===== src/rtl/vtyp_pkg.sv =====
// Shared constants, types and helpers for the vector-to-yaw/pitch direction finder.
// No dependencies; imported by every module of the block.
package vtyp_pkg;

   localparam int COORD_BITS_DEF    = 24;
   localparam int CORDIC_STAGES_DEF = 16;

   // Datapath widths of the rotation engine and of the angle accumulator.
   localparam int DATA_W  = 64;
   localparam int ANG_W   = 32;
   localparam int YAW_W   = 15;
   localparam int PITCH_W = 14;
   localparam int OUT_YAW_W = 17;
   localparam int OFS_W   = 16;
   localparam int GAIN_W  = 30;

   localparam int CSR_IDX_W = 2;
   localparam logic [CSR_IDX_W-1:0] CSR_TARGET_X   = 2'd0;
   localparam logic [CSR_IDX_W-1:0] CSR_TARGET_Y   = 2'd1;
   localparam logic [CSR_IDX_W-1:0] CSR_TARGET_Z   = 2'd2;
   localparam logic [CSR_IDX_W-1:0] CSR_YAW_OFFSET = 2'd3;

   localparam logic [31:0] RST_TARGET_X   = 32'd14080;
   localparam logic [31:0] RST_TARGET_Y   = 32'd17152;
   localparam logic [31:0] RST_TARGET_Z   = 32'd2560;
   localparam logic [OFS_W-1:0] RST_YAW_OFFSET = 16'd5760;

   localparam logic signed [ANG_W-1:0] DEG90       = 32'sd1474560;
   localparam logic [GAIN_W-1:0]       INV_GAIN    = 30'd652032874;
   localparam logic signed [ANG_W-1:0] YAW_LIMIT   = 32'sd11520;
   localparam logic signed [ANG_W-1:0] PITCH_LIMIT = 32'sd5760;

   typedef struct packed {
      logic horiz_zero;
      logic coincident;
   } flags_type;

   // atan(2^-i) in 1/16384 degree, rounded.
   function automatic logic signed [ANG_W-1:0] atan_entry(input int idx);
      logic signed [ANG_W-1:0] v;
      case (idx)
         0:       v = 32'sd737280;
         1:       v = 32'sd435242;
         2:       v = 32'sd229970;
         3:       v = 32'sd116736;
         4:       v = 32'sd58595;
         5:       v = 32'sd29326;
         6:       v = 32'sd14667;
         7:       v = 32'sd7334;
         8:       v = 32'sd3667;
         9:       v = 32'sd1833;
         10:      v = 32'sd917;
         11:      v = 32'sd458;
         12:      v = 32'sd229;
         13:      v = 32'sd115;
         14:      v = 32'sd57;
         15:      v = 32'sd29;
         16:      v = 32'sd14;
         17:      v = 32'sd7;
         18:      v = 32'sd4;
         19:      v = 32'sd2;
         20:      v = 32'sd1;
         default: v = 32'sd0;
      endcase
      return v;
   endfunction

   // Round half up to 1/64 degree, then clamp to +-lim.
   function automatic logic signed [ANG_W-1:0] finish_angle(
      input logic signed [ANG_W-1:0] z,
      input logic signed [ANG_W-1:0] lim
   );
      logic signed [ANG_W-1:0] r;
      r = (z + 32'sd128) >>> 8;
      if (r > lim) begin
         r = lim;
      end else if (r < -lim) begin
         r = -lim;
      end
      return r;
   endfunction

endpackage


===== src/rtl/vtyp_gain.sv =====
// Two-stage CORDIC gain correction: multiply split at bit 30, then sum.
// Depends on vtyp_pkg.
module vtyp_gain #(
   parameter int SIDE_W = 1
) (
   input  logic                               clock,
   input  logic                               reset,
   input  logic                               advance,
   input  logic                               in_valid,
   input  logic signed [vtyp_pkg::DATA_W-1:0] x_in,
   input  logic [SIDE_W-1:0]                  side_in,
   output logic                               out_valid,
   output logic signed [vtyp_pkg::DATA_W-1:0] r_out,
   output logic [SIDE_W-1:0]                  side_out
);
   import vtyp_pkg::*;

   logic                    valid_a_ff, valid_b_ff;
   logic [61:0]             hi_ff;
   logic [59:0]             lo_ff;
   logic [SIDE_W-1:0]       side_a_ff, side_b_ff;
   logic [DATA_W-1:0]       r_ff, r_in;

   // x is non-negative and below 2^62 after vectoring
   assign r_in = DATA_W'(hi_ff) + DATA_W'(lo_ff[59:GAIN_W]);

   always_ff @(posedge clock) begin
      if (reset) begin
         valid_a_ff <= 1'b0;
         valid_b_ff <= 1'b0;
      end else if (advance) begin
         valid_a_ff <= in_valid;
         valid_b_ff <= valid_a_ff;
      end
   end

   always_ff @(posedge clock) begin
      if (advance) begin
         hi_ff     <= x_in[61:GAIN_W] * INV_GAIN;
         lo_ff     <= x_in[GAIN_W-1:0] * INV_GAIN;
         side_a_ff <= side_in;
         r_ff      <= r_in;
         side_b_ff <= side_a_ff;
      end
   end

   assign out_valid = valid_b_ff;
   assign r_out     = signed'(r_ff);
   assign side_out  = side_b_ff;

endmodule


===== config.mk =====
export PLATFORM = sky130hd
export DESIGN_NAME = vtyp_gain
export DESIGN_NICKNAME = d
export VERILOG_FILES = /design/src/rtl/vtyp_pkg.sv /design/src/rtl/vtyp_gain.sv
export SDC_FILE = /design/constraint.sdc
export NUM_CORES = 2
export LEC_CHECK = 0
export BUFFER_PORTS_ARGS = -buffer_cell sky130_fd_sc_hd__buf_2
export CAP_MARGIN = 15
export CORE_AREA = 2 2 339 341
export CTS_CLUSTER_SIZE = 14
export DETAILED_ROUTE_END_ITERATION = 8
export DIE_AREA = 0 0 341 343
export PLACE_DENSITY = 0.56
export SLEW_MARGIN = 10
export SYNTH_ARGS = -nofsm -noshare
export SYNTH_HDL_FRONTEND = slang
export SYNTH_SLANG_ARGS = --single-unit
export TNS_END_PERCENT = 20

===== constraint.sdc =====
create_clock -name clock -period 10.9 [get_ports clock]
set_input_delay 0.545 -clock clock [delete_from_list [all_inputs] [get_ports clock]]
set_output_delay 0.545 -clock clock [all_outputs]
set_load 0.005 [all_outputs]

# [After elaboration in Yosys (flattened, before gate mapping)]
# Index checks and enable logic that the tools add are counted.
# W data, S select, Z words.
[op_classes] n_addsub=1 multipliers=2
[ops] operator="$add A62 B30 Y63" n=1
[ops] operator="$mul A32 B29 Y61 const B" n=1
[ops] operator="$mul A30 B29 Y59 const B" n=1
[totals] ff_bits=188 output_inout_bits=66 word_cells=10

# [Longest topological paths before layout]
[depth] ltp_word=1 depth_mapped=25

# [Worst setup path after synthesis]
# No wires, ideal clock.
[synth_timing] path_type="input to register" startpoint="in x_in[42] (netlist bit)" endpoint="reg hi_ff[61] (data pin)" arrival_time_ps=6976 t_required_ps=10634 slack_ps=3658 path_stages=25 n_path_buf=1 cell_sequence="inv_1 > fa_1 > fa_1 > inv_1 > fa_1 > inv_1 > fa_1 > inv_1 > fa_1 > fa_1 > fa_1 > inv_1 > fa_1 > inv_1 > ha_1 > clkbuf_1 > nand2_1 > o21a_1 > a21oi_1 > nor3_1 > o31a_1 > o31a_1 > o31a_1 > o211ai_2 > or3b_1"
[synth_via] elab_chain_len=1
[synth_rtl] element="from (decl)" line="vtyp_gain.sv:10" text="input logic signed [vtyp_pkg::DATA_W-1:0] x_in,"
[synth_rtl] element="$mul A32 B29 Y61" line="vtyp_gain.sv:39" text="hi_ff <= x_in[61:GAIN_W] * INV_GAIN;"
[synth_rtl] element="to (signal assigned)" line="vtyp_gain.sv:39"
[synth_rtl] element="to (decl)" line="vtyp_gain.sv:19" text="logic [61:0] hi_ff;"
# No other way between the ends.
# A chain may end at the register's enable or synchronous reset.

# [Final worst setup path]
[layout_timing] startpoint="in x_in[38] (netlist bit)" endpoint="reg hi_ff[61] (data pin)"
# Same word-level chain as after synthesis.

==> flow_summary_export.csv <==
group,metric,value,unit
timing,max_freq,127,MHz
floorplan,die-area,117000,µm²
hold_path,hold_path_end,"valid_a_ff",
cts,postCtsSetupRepairBufs,0,
worst_setup_path,crit_buf_inv,7,
layout,utilization,40.6,%
floorplan,initial_core_util,37.8,%
floorplan,core_area,113000,µm²
layout,syn2layout_area_growth,7.50,%
worst_setup_path,crit_arrival,8.10,ns
layout,diodes,0,
timing,post-route-min-period,7.85,ns
timing,drv_slew,0,
synthesis,synth_area_leaders,"fa_1 (41%), ha_1 (21%), inv_1 (12%), edfxtp_1 (11%), xnor2_1 (1.6%)",
timing,whs,0.236,ns
synthesis,synth.top_cell.area_share,41.3,%
cts,root_buffer,"clkbuf_16",
synthesis,syn_nets,5834,
cts,clock_path_buffers,3,
worst_setup_path,cpLargestDelayFamily,"adder cells",
synthesis,synth_seq_area_share,11.0,%
placement,routabilityCongestion,0.912,
worst_setup_path,critical-path-max-stage-delay,0.56,ns
timing,tns,0,ns
route,drt_iter0_drc,1344,
worst_setup_path,path_class,"in -> reg",
synthesis,syn_area,42800,µm²
cts,cts-buffers-inserted,25,
timing,slew_headroom,20.8,%
synthesis,synth-main-ff-cell,"edfxtp_1",
route,via_count,27700,
layout,nFillCells,11200,
route,wirelength,107,mm
hold_path,worstHoldPathType,"in -> reg",
synthesis,synth_edf_count,156,
floorplan,fp.dieW,341,µm
timing,grt_setup_unrepaired,"false",
worst_setup_path,startpoint,"x_in[38]",
synthesis,async_flop_share,0,%
layout,layout-drive-gt1-share,4.31,%
worst_setup_path,slowest_stage,"fa_1",
route,viasPerCell,4.78,
flow_run,drv_cap,0,
synthesis,yosysWarnings,0,
worst_setup_path,reg2reg_slack,6.34,ns
route,ant_nets,0,
cts,postCtsHoldBufs,0,
worst_setup_path,required,11.14,ns
synthesis,synth_seq_cells,158,
worst_setup_path,reg2reg_to,"r_out[49]",
timing,setup_viol,0,
layout,fin_nets,5961,
synthesis,yosys.area.top_type,"fa_1",
placement,io_buffer_count,131,
cts,clk_latency,0.50,ns
global_routing,grt_pass1_wl,173,mm
worst_setup_path,worstReg2RegStart,"lo_ff[31]",
worst_setup_path,r2r_cells,12,
global_routing,grt_overflow,0,
timing,worstMarginPinSlew,1.18,ns
route,wl_per_cell,18.5,µm
floorplan,die_h,343,µm
timing,min_period_over_period,72.1,%
placement,dpl.hpwl,96.4,mm
synthesis,synthDistinctLibCells,72,
layout,instances_no_fill,5801,
worst_setup_path,cp_common_cell,"fa_1",
synthesis,synthCells,4156,
global_routing,grtUsageTotal,19.3,%
cts,cts.sinks,158,
timing,finClkSkew,0.0212,ns
hold_path,min_path_cells,2,
placement,place_inst,5768,
global_routing,antenna_found_initial,4,
global_routing,grt_pass1_vias,30400,
cts,cts.clk_slew.worst_paths,0.07,ns
worst_setup_path,endpoint_kind,"register",
cts,cts_tree,"done",
floorplan,io_pins,135,
outcome,outcome,"completed",
timing,hold_viol,0,
synthesis,syn_avg_cell_area,10.3,µm²
route,remaining_drc_errors,0,
global_routing,grt_start_max_net_pins,102,
cts,cts_max_level,4,
cts,cts_resized,0,
worst_setup_path,cp-start-kind,"input pin",
route,drtPass1Iterations,5,
worst_setup_path,cp_max_fo,6,
floorplan,rows,124,
hold_path,hold_start,"reset",
## placed cells by master, fill, tap and decap left out, types with 11 or more instances in the layout
| master | instances |
|---|---|
| clkbuf_16 | 25 |
| nand2b_1 | 12 |
| buf_2 | 130 |
| ha_1 | 725 |
| a211oi_1 | 15 |
| nor4_1 | 11 |
| o211ai_1 | 12 |
| inv_1 | 1394 |
| o21ai_0 | 74 |
| xnor2_1 | 79 |
| fa_1 | 884 |
| and3_1 | 26 |
| a21o_1 | 73 |
| nor2_1 | 86 |
| o21bai_1 | 19 |
| a21oi_1 | 137 |
| nand3_1 | 36 |
| o21a_1 | 19 |
| edfxtp_1 | 156 |
| nand2_1 | 104 |
| nor3_1 | 29 |
| nand4_1 | 33 |
| xor2_1 | 63 |
| a31oi_1 | 19 |
## metal layers
metal,global-route usage (%),vias to the layer above,routed length [µm]
met2,32.2,615,50600
met3,3.03,99,5870
met5,0,-,0
met4,3.17,0,1950
met1,27.0,14000,48900
li1,-,13000,-
## logic make-up (layout without fill, tap and decap cells)
logic type	after synthesis	after routing	synth area share, %
mux	3	3	0.0701
other cells	1	1	0.00876
simple gates	392	392	4.57
flops	158	158	11.0
buf+inv	1428	1561	12.6
fa+ha+maj	1609	1609	62.5
compound gates	423	423	6.35
xor+xnor	142	142	2.90
## worst max path at each step
stage,cells after the start,end
finish,25,hi_ff[61]
global route,25,hi_ff[61]
CTS,25,hi_ff[61]
detailed placement,25,hi_ff[61]
global placement,25,hi_ff[61]
floorplan,25,hi_ff[61]
## cells in the mapped netlist (all sizes together), types with 13 or more instances
| cell | instances |
|---|---|
| o211ai | 13 |
| edfxtp | 156 |
| o21bai | 19 |
| xor2 | 63 |
| and3 | 26 |
| nand4 | 33 |
| clkbuf | 29 |
| a31oi | 19 |
| inv | 1394 |
| nor3 | 29 |
| a21o | 73 |
| a211oi | 15 |
| o21ai | 75 |
| nor2 | 86 |
| nand3 | 36 |
| ha | 725 |
| o21a | 19 |
| xnor2 | 79 |
| nand2 | 104 |
| a21oi | 137 |
| fa | 884 |
## flip-flops by register name (all words and copies together) (netlist names)
name        flops
side_a_ff       1
out_valid       1
valid_a_ff      1
hi_ff          61
side_out        1
lo_ff          30
r_out          63
## worst register-to-register path: stages (launching register included)
cell       delay (ns)
edfxtp_1         0.41
ha_1             0.21
inv_1            0.07
fa_1             0.20
nor2b_1          0.06
o21a_1           0.17
o21ai_0          0.30
a21oi_1          0.20
a311oi_1         1.02
nor4_1           0.22
a2111oi_4        1.04
nor3_1           0.19
xor2_1           0.22
## stage by stage
step                worst slack (ns)  instance area, µm²
floorplan                       3.66               42800
global placement                2.61               45300
detailed placement              2.59               45300
CTS                             3.10               46000
global route                    2.73               46000
finish                          3.05               46000
## layout make-up
| class | instances | area [µm²] | share of cell area, % |
|---|---|---|---|
| multi-input cells | 2570 | 32700 | 71.1 |
| inverters | 1394 | 5230 | 11.4 |
| flip-flops and latches | 158 | 4720 | 10.3 |
| well taps | 1512 | 1890 | 4.11 |
| repair buffers | 134 | 684 | 1.49 |
| clock buffers | 26 | 639 | 1.39 |
| clock inverters | 7 | 134 | 0.291 |
Power is not shown: default switching activity piles up to over one toggle a cycle in this logic, so the estimate is an artifact.
