<file path="src/rtl/vtyp_pkg.sv">
// Shared constants, types and helpers for the vector-to-yaw/pitch direction finder.
// No dependencies; imported by every module of the block.
package vtyp_pkg;

   localparam int COORD_BITS_DEF    = 24;
   localparam int CORDIC_STAGES_DEF = 16;

   // Datapath widths of the rotation engine and of the angle accumulator.
   localparam int DATA_W  = 64;
   localparam int ANG_W   = 32;
   localparam int YAW_W   = 15;
   localparam int PITCH_W = 14;
   localparam int OUT_YAW_W = 17;
   localparam int OFS_W   = 16;
   localparam int GAIN_W  = 30;

   localparam int CSR_IDX_W = 2;
   localparam logic [CSR_IDX_W-1:0] CSR_TARGET_X   = 2'd0;
   localparam logic [CSR_IDX_W-1:0] CSR_TARGET_Y   = 2'd1;
   localparam logic [CSR_IDX_W-1:0] CSR_TARGET_Z   = 2'd2;
   localparam logic [CSR_IDX_W-1:0] CSR_YAW_OFFSET = 2'd3;

   localparam logic [31:0] RST_TARGET_X   = 32'd14080;
   localparam logic [31:0] RST_TARGET_Y   = 32'd17152;
   localparam logic [31:0] RST_TARGET_Z   = 32'd2560;
   localparam logic [OFS_W-1:0] RST_YAW_OFFSET = 16'd5760;

   localparam logic signed [ANG_W-1:0] DEG90       = 32'sd1474560;
   localparam logic [GAIN_W-1:0]       INV_GAIN    = 30'd652032874;
   localparam logic signed [ANG_W-1:0] YAW_LIMIT   = 32'sd11520;
   localparam logic signed [ANG_W-1:0] PITCH_LIMIT = 32'sd5760;

   typedef struct packed {
      logic horiz_zero;
      logic coincident;
   } flags_type;

   // atan(2^-i) in 1/16384 degree, rounded.
   function automatic logic signed [ANG_W-1:0] atan_entry(input int idx);
      logic signed [ANG_W-1:0] v;
      case (idx)
         0:       v = 32'sd737280;
         1:       v = 32'sd435242;
         2:       v = 32'sd229970;
         3:       v = 32'sd116736;
         4:       v = 32'sd58595;
         5:       v = 32'sd29326;
         6:       v = 32'sd14667;
         7:       v = 32'sd7334;
         8:       v = 32'sd3667;
         9:       v = 32'sd1833;
         10:      v = 32'sd917;
         11:      v = 32'sd458;
         12:      v = 32'sd229;
         13:      v = 32'sd115;
         14:      v = 32'sd57;
         15:      v = 32'sd29;
         16:      v = 32'sd14;
         17:      v = 32'sd7;
         18:      v = 32'sd4;
         19:      v = 32'sd2;
         20:      v = 32'sd1;
         default: v = 32'sd0;
      endcase
      return v;
   endfunction

   // Round half up to 1/64 degree, then clamp to +-lim.
   function automatic logic signed [ANG_W-1:0] finish_angle(
      input logic signed [ANG_W-1:0] z,
      input logic signed [ANG_W-1:0] lim
   );
      logic signed [ANG_W-1:0] r;
      r = (z + 32'sd128) >>> 8;
      if (r > lim) begin
         r = lim;
      end else if (r < -lim) begin
         r = -lim;
      end
      return r;
   endfunction

endpackage

</file>
<file path="src/rtl/vtyp_stage.sv">
// One registered CORDIC vectoring micro-rotation with a sideband payload.
// Depends on vtyp_pkg.
module vtyp_stage #(
   parameter int IDX    = 0,
   parameter int SIDE_W = 1
) (
   input  logic                              clock,
   input  logic                              reset,
   input  logic                              advance,
   input  logic                              in_valid,
   input  logic signed [vtyp_pkg::DATA_W-1:0] x_in,
   input  logic signed [vtyp_pkg::DATA_W-1:0] y_in,
   input  logic signed [vtyp_pkg::ANG_W-1:0]  z_in,
   input  logic [SIDE_W-1:0]                 side_in,
   output logic                              out_valid,
   output logic signed [vtyp_pkg::DATA_W-1:0] x_out,
   output logic signed [vtyp_pkg::DATA_W-1:0] y_out,
   output logic signed [vtyp_pkg::ANG_W-1:0]  z_out,
   output logic [SIDE_W-1:0]                 side_out
);
   import vtyp_pkg::*;

   logic                     valid_ff;
   logic signed [DATA_W-1:0] x_ff, y_ff, x_in_nx, y_in_nx;
   logic signed [ANG_W-1:0]  z_ff, z_in_nx;
   logic [SIDE_W-1:0]        side_ff;
   logic signed [DATA_W-1:0] xs, ys;

   always_comb begin
      xs = x_in >>> IDX;
      ys = y_in >>> IDX;
      if (!y_in[DATA_W-1]) begin
         x_in_nx = x_in + ys;
         y_in_nx = y_in - xs;
         z_in_nx = z_in + atan_entry(IDX);
      end else begin
         x_in_nx = x_in - ys;
         y_in_nx = y_in + xs;
         z_in_nx = z_in - atan_entry(IDX);
      end
   end

   always_ff @(posedge clock) begin
      if (reset) begin
         valid_ff <= 1'b0;
      end else if (advance) begin
         valid_ff <= in_valid;
      end
   end

   always_ff @(posedge clock) begin
      if (advance) begin
         x_ff    <= x_in_nx;
         y_ff    <= y_in_nx;
         z_ff    <= z_in_nx;
         side_ff <= side_in;
      end
   end

   assign out_valid = valid_ff;
   assign x_out     = x_ff;
   assign y_out     = y_ff;
   assign z_out     = z_ff;
   assign side_out  = side_ff;

endmodule

</file>
<file path="config.mk">
export PLATFORM = sky130hd
export DESIGN_NAME = vtyp_stage
export DESIGN_NICKNAME = d
export VERILOG_FILES = /design/src/rtl/vtyp_pkg.sv /design/src/rtl/vtyp_stage.sv
export SDC_FILE = /design/constraint.sdc
export NUM_CORES = 1
export LEC_CHECK = 0
export CAP_MARGIN = 20
export CORE_MARGIN = 2
export CORE_UTILIZATION = 30
export DETAILED_ROUTE_END_ITERATION = 7
export DONT_BUFFER_PORTS = 1
export GPL_TIMING_DRIVEN = 0
export HOLD_SLACK_MARGIN = 0.05
export PLACE_DENSITY = 0.49
export SETUP_SLACK_MARGIN = 0.2
export SYNTH_ARGS = -nofsm -noshare
export SYNTH_HDL_FRONTEND = slang
export SYNTH_SLANG_ARGS = --single-unit
</file>
<file path="constraint.sdc">
create_clock -name clock -period 5 [get_ports clock]
set_input_delay 1 -clock clock [delete_from_list [all_inputs] [get_ports clock]]
set_output_delay 1 -clock clock [all_outputs]
set_load 0.03 [all_outputs]
</file>
[Yosys cells after proc, flatten, opt, wreduce, memory -nomap -nowiden]
Cells that the tools add are included.
Storage, ports and cells
  input bits: 165
  logic and storage cells: 13
  flip-flop bits (word level): 162
Operators by class
  add/subtract/negate cells: 5
  muxes and demuxes: 3
Operators with widths (number)
  2-to-1 mux 64 bit: 2
  subtractor 64 bit: 2
  adder 64 bit: 1
  adder 32 x 21 -> 32 bit (second input constant): 1
  2-to-1 mux 32 bit: 1
  subtractor 32 x 21 -> 32 bit (second input constant): 1

[Depth between registers and ports, before layout]
  depth after elaboration: 2
  depth in mapped cells: 16
  gate-level depth less buffers: 14

[Least setup slack after synthesis]
OpenSTA, ideal clock, no wires.
  path kind: input port to flip-flop
  start point: in y_in[63] (netlist bit)
  end point: reg z_ff[30], in the netlist z_out[30], data pin
  stages: 16
  path slack: 0.814 ns
  arrival: 3.928 ns
  cell sequence: clkbuf_1 clkinv_1 clkbuf_1 buf_1 ha_1 nor2b_1 o21ai_0 nand2b_1 a21o_1 nand2_1 a21oi_1 a41o_1 o41ai_1 o21ai_0 a21oi_1 xnor2_1
On the way
  cells in the longest elaborated chain, start to end: 1
Ends and longest elaborated chain
  start, declared: RTL line vtyp_stage.sv:12  | input logic signed [vtyp_pkg::DATA_W-1:0] y_in,
  2-to-1 mux 32 bit: RTL line vtyp_stage.sv:32  | if (!y_in[DATA_W-1]) begin
  via z_in_nx[30]: RTL line vtyp_stage.sv:25  | logic signed [ANG_W-1:0] z_ff, z_in_nx;
  end signal, assigned: RTL line vtyp_stage.sv:55  | z_ff <= z_in_nx;
  end, declared: RTL line vtyp_stage.sv:25
The timed path passes the listed nets, and every way through them passes these cells.
A chain may end at the register's enable or synchronous reset.

[Worst setup path after layout]
  start point: in x_in[0] (netlist bit)
  end point: reg x_ff[62], in the netlist x_out[62], data pin
On the way
  cells in the longest elaborated chain, start to end: 2
Ends and longest elaborated chain
  start, declared: RTL line vtyp_stage.sv:11  | input logic signed [vtyp_pkg::DATA_W-1:0] x_in,
  adder 64 bit / subtractor 64 bit (equally long branches): RTL line vtyp_stage.sv:33, vtyp_stage.sv:37
  2-to-1 mux 64 bit (*): RTL line vtyp_stage.sv:32
  via x_in_nx[62]: RTL line vtyp_stage.sv:24  | logic signed [DATA_W-1:0] x_ff, y_ff, x_in_nx, y_in_nx;
  end signal, assigned: RTL line vtyp_stage.sv:53  | x_ff <= x_in_nx;
  end, declared: RTL line vtyp_stage.sv:24
Mark *: on every way through the listed nets, which the timed path passes. The rest lies on a longest branch.

==> key figures <==
Detailed routing
  • Pre-antenna DRT Iters: 6
  • Highest routed layer: met4
  • Routed length per placed instance: 26.7 um
  • Met3 WL post-DR: 6230 um
  • Final ANT Viol Nets: 0
  • # DRC: 0
  • DRT iter0 DRCs: 1,663
  • Routed WL: 79,000 um
  • Via-per-instance ratio: 5.77
  • WL met2: 36,600 um
  • Vias: 17,100
  • Post-Route M1 WL: 34,100 um

Timing
  • Slew Limit Fails: 0
  • Worst slew pin tran: 1230 ps
  • Rel. slew slack: 17.7%
  • Hold slack: 564 ps
  • Setup_tns: 0 ps
  • Final period util: 93.7%
  • Setup violators final: 0
  • Final Hold Fails: 0
  • Final min period: 4690 ps
  • Fmax: 0.213 GHz
  • Fin Clk Skew: 0 ps
  • Unrepaired setup endpoints after global routing: true

Cells and area
  • Layout cell share with drive strength beyond 1: 4.70%
  • Area grow syn2layout: 9.18%
  • Non-filler cells in the finished layout: 2,957
  • Most common cell after layout, fill and taps aside: a21oi_1
  • Most frequent cells in the layout: a21oi_1 (289), ha_1 (206), inv_1 (188), nor2_1 (185), edfxtp_1 (160)
  • Layout Nets: 2,554
  • Final Util: 33.3%
  • N_diodes: 0

Die
  • Chip Width: 247 um
  • Cell Rows: 88
  • Ports: 327
  • Die ar.: 0.0608 mm^2
  • Initial core utilization: 30.5%
  • Die H: 247 um
  • Core Area: 0.0579 mm^2

Clocking
  • Num CTS Buffers: 17
  • Clock-pin transition on the worst setup and hold timing paths: 80 ps
  • CTS tree: yes
  • CTS Sinks: 161
  • Post-CTS setup buffers: 0
  • Root Buffer: clkbuf_16
  • Longest Clk Path Bufs: 2
  • H-tree Lvls: 4
  • Worst skew pair latency: 500 ps

Logic synthesis
  • Cells after synthesis: 2,156
  • Post-synth ARST share: 0%
  • Synthesis Warnings: 0
  • FF+latch count, synth: 161
  • Post-synth EDFFs: 160
  • Primary FF master, synth: edfxtp_1
  • Part of the Yosys area used for sequential elements: 27.3%
  • Count of cell types in the netlist: 93
  • Net count after synthesis: 2,531
  • Syn Area/Cell: 8.18 um^2
  • Syn Std Cell Area: 0.0176 mm^2

Power and ir drop
  • P_leak: 7.72 nW
  • Pwr Density: 295 mW/mm^2
  • Worst vdd ir: 291 uV
  • Design Power: 5.68 mW

Critical path
  • Max FO, Critical Path: 4
  • CP startpoint kind: primary input
  • CP Capture Type: register
  • Setup CP Type: primary input to register
  • CP required: 5250 ps
  • Arr. time, crit path: 4940 ps

Outcome
  • Status: finished, final reports clean

Place
  • IO buf count: 0
  • Dpl cells: 2,926
  • Post-detail-place hpwl: 64,400 um
  • RePlAce Congestion: 0.966

Worst hold path
  • Hold Crit Class: primary input to register

GRT
  • Congestion Overflow GR: 0
  • Initial antenna violation count: 1
  • Vias in the first global route: 16,900
  • Gr usage total: 25.5%
  • Pin count of the biggest net entering global routing: 162
  • First-pass GRT wire length: 113,000 um

Run
  • Max_cap viols: 0
[layer usage]
metal | global-route usage [%] | vias to the layer above
met5 | 0 | -
met4 | 8.40 | 0
met2 | 41.2 | 777
met1 | 33.2 | 8336
met3 | 6.02 | 110
li1 | - | 7844
[area by class of cell]
class / count / area, um^2
inverters: 199 / 748
repair buffers: 5 / 63.8
multi-input cells: 1703 / 11700
flip-flops and latches: 161 / 4820
plain buffers: 92 / 378
clock inverters: 13 / 126
fillers: 6250 / 38700
clock buffers: 19 / 453
well taps: 765 / 957
[where the power goes]
| part | leakage (nW) | total, mW | internal, mW | switching, mW |
|---|---|---|---|---|
| logic | 5.86 | 1.99 | 0.652 | 1.34 |
| clock network | 0.282 | 1.34 | 0.678 | 0.667 |
| registers | 1.57 | 2.35 | 1.80 | 0.545 |
[repair_timing]
item | CTS | global route
resized for setup | 1 | 3
hold buffers | 0 | 0
setup endpoints to repair | 4 | 5
[path summary, 6_finish.rpt]
path,startpoint,endpoint,slack [ps],cells after the start
setup / recovery,x_in[0],x_out[62],310,14
hold / removal,reset,out_valid,560,1
setup reg to reg,out_valid,out_valid,4210,2
hold reg to reg,out_valid,out_valid,670,2
[cells in the mapped netlist (26+ instances only)]
library cell	instances	share of area, %
clkbuf_1	54	1.1
edfxtp_1	160	27
ha_1	206	15
a21oi_1	289	8.2
nor2b_1	28	0.99
o21bai_1	59	2.5
o21a_1	26	1.1
mux2i_1	30	1.7
inv_1	188	4.0
nor2_1	185	3.9
nand4_1	41	1.5
nor3_1	44	1.2
o31ai_1	31	1.3
xnor2_1	127	6.3
o21ai_0	134	3.8
a21o_1	46	2.0
nand2_1	137	2.9
[registers in the layout (all words and copies together), names as in the netlist]
signal	count
z_out	32
x_out	64
out_valid	1
y_out	63
side_out	1
[through the flow]
step | cell area [um^2] | setup WS, ps
floorplan | 17600 | 814
global placement | 18600 | -1090
detailed placement | 18700 | -713
CTS | 19200 | 226
global route | 19300 | 127
finish | 19300 | 313
[worst max-delay path: stages]
cell and delay (ps):
inv_1 20, ha_1 220, fa_1 400, nand2b_1 190
a21o_1 210, a211o_1 310, o31ai_1 510, a31oi_1 420
o21ba_1 300, o21ai_2 360, a21boi_1 250, or2_0 310
a32o_1 280, xnor2_1 140
[kinds of logic (layout without fill, tap and decap cells)]
group                    count (synthesis)  after routing  share of synthesized area (%)
AO/OA/AOI/OAI                          779            779                           28.0
AND/OR/NAND/NOR                        542            542                           14.4
buffers and inverters                  292            328                           6.40
adder cells (fa/ha/maj)                210            210                           15.1
flip-flops                             161            161                           27.3
XOR/XNOR                               140            140                           6.95
multiplexers                            32             32                           1.83
Note: power is estimated with default switching activity, not from simulation.
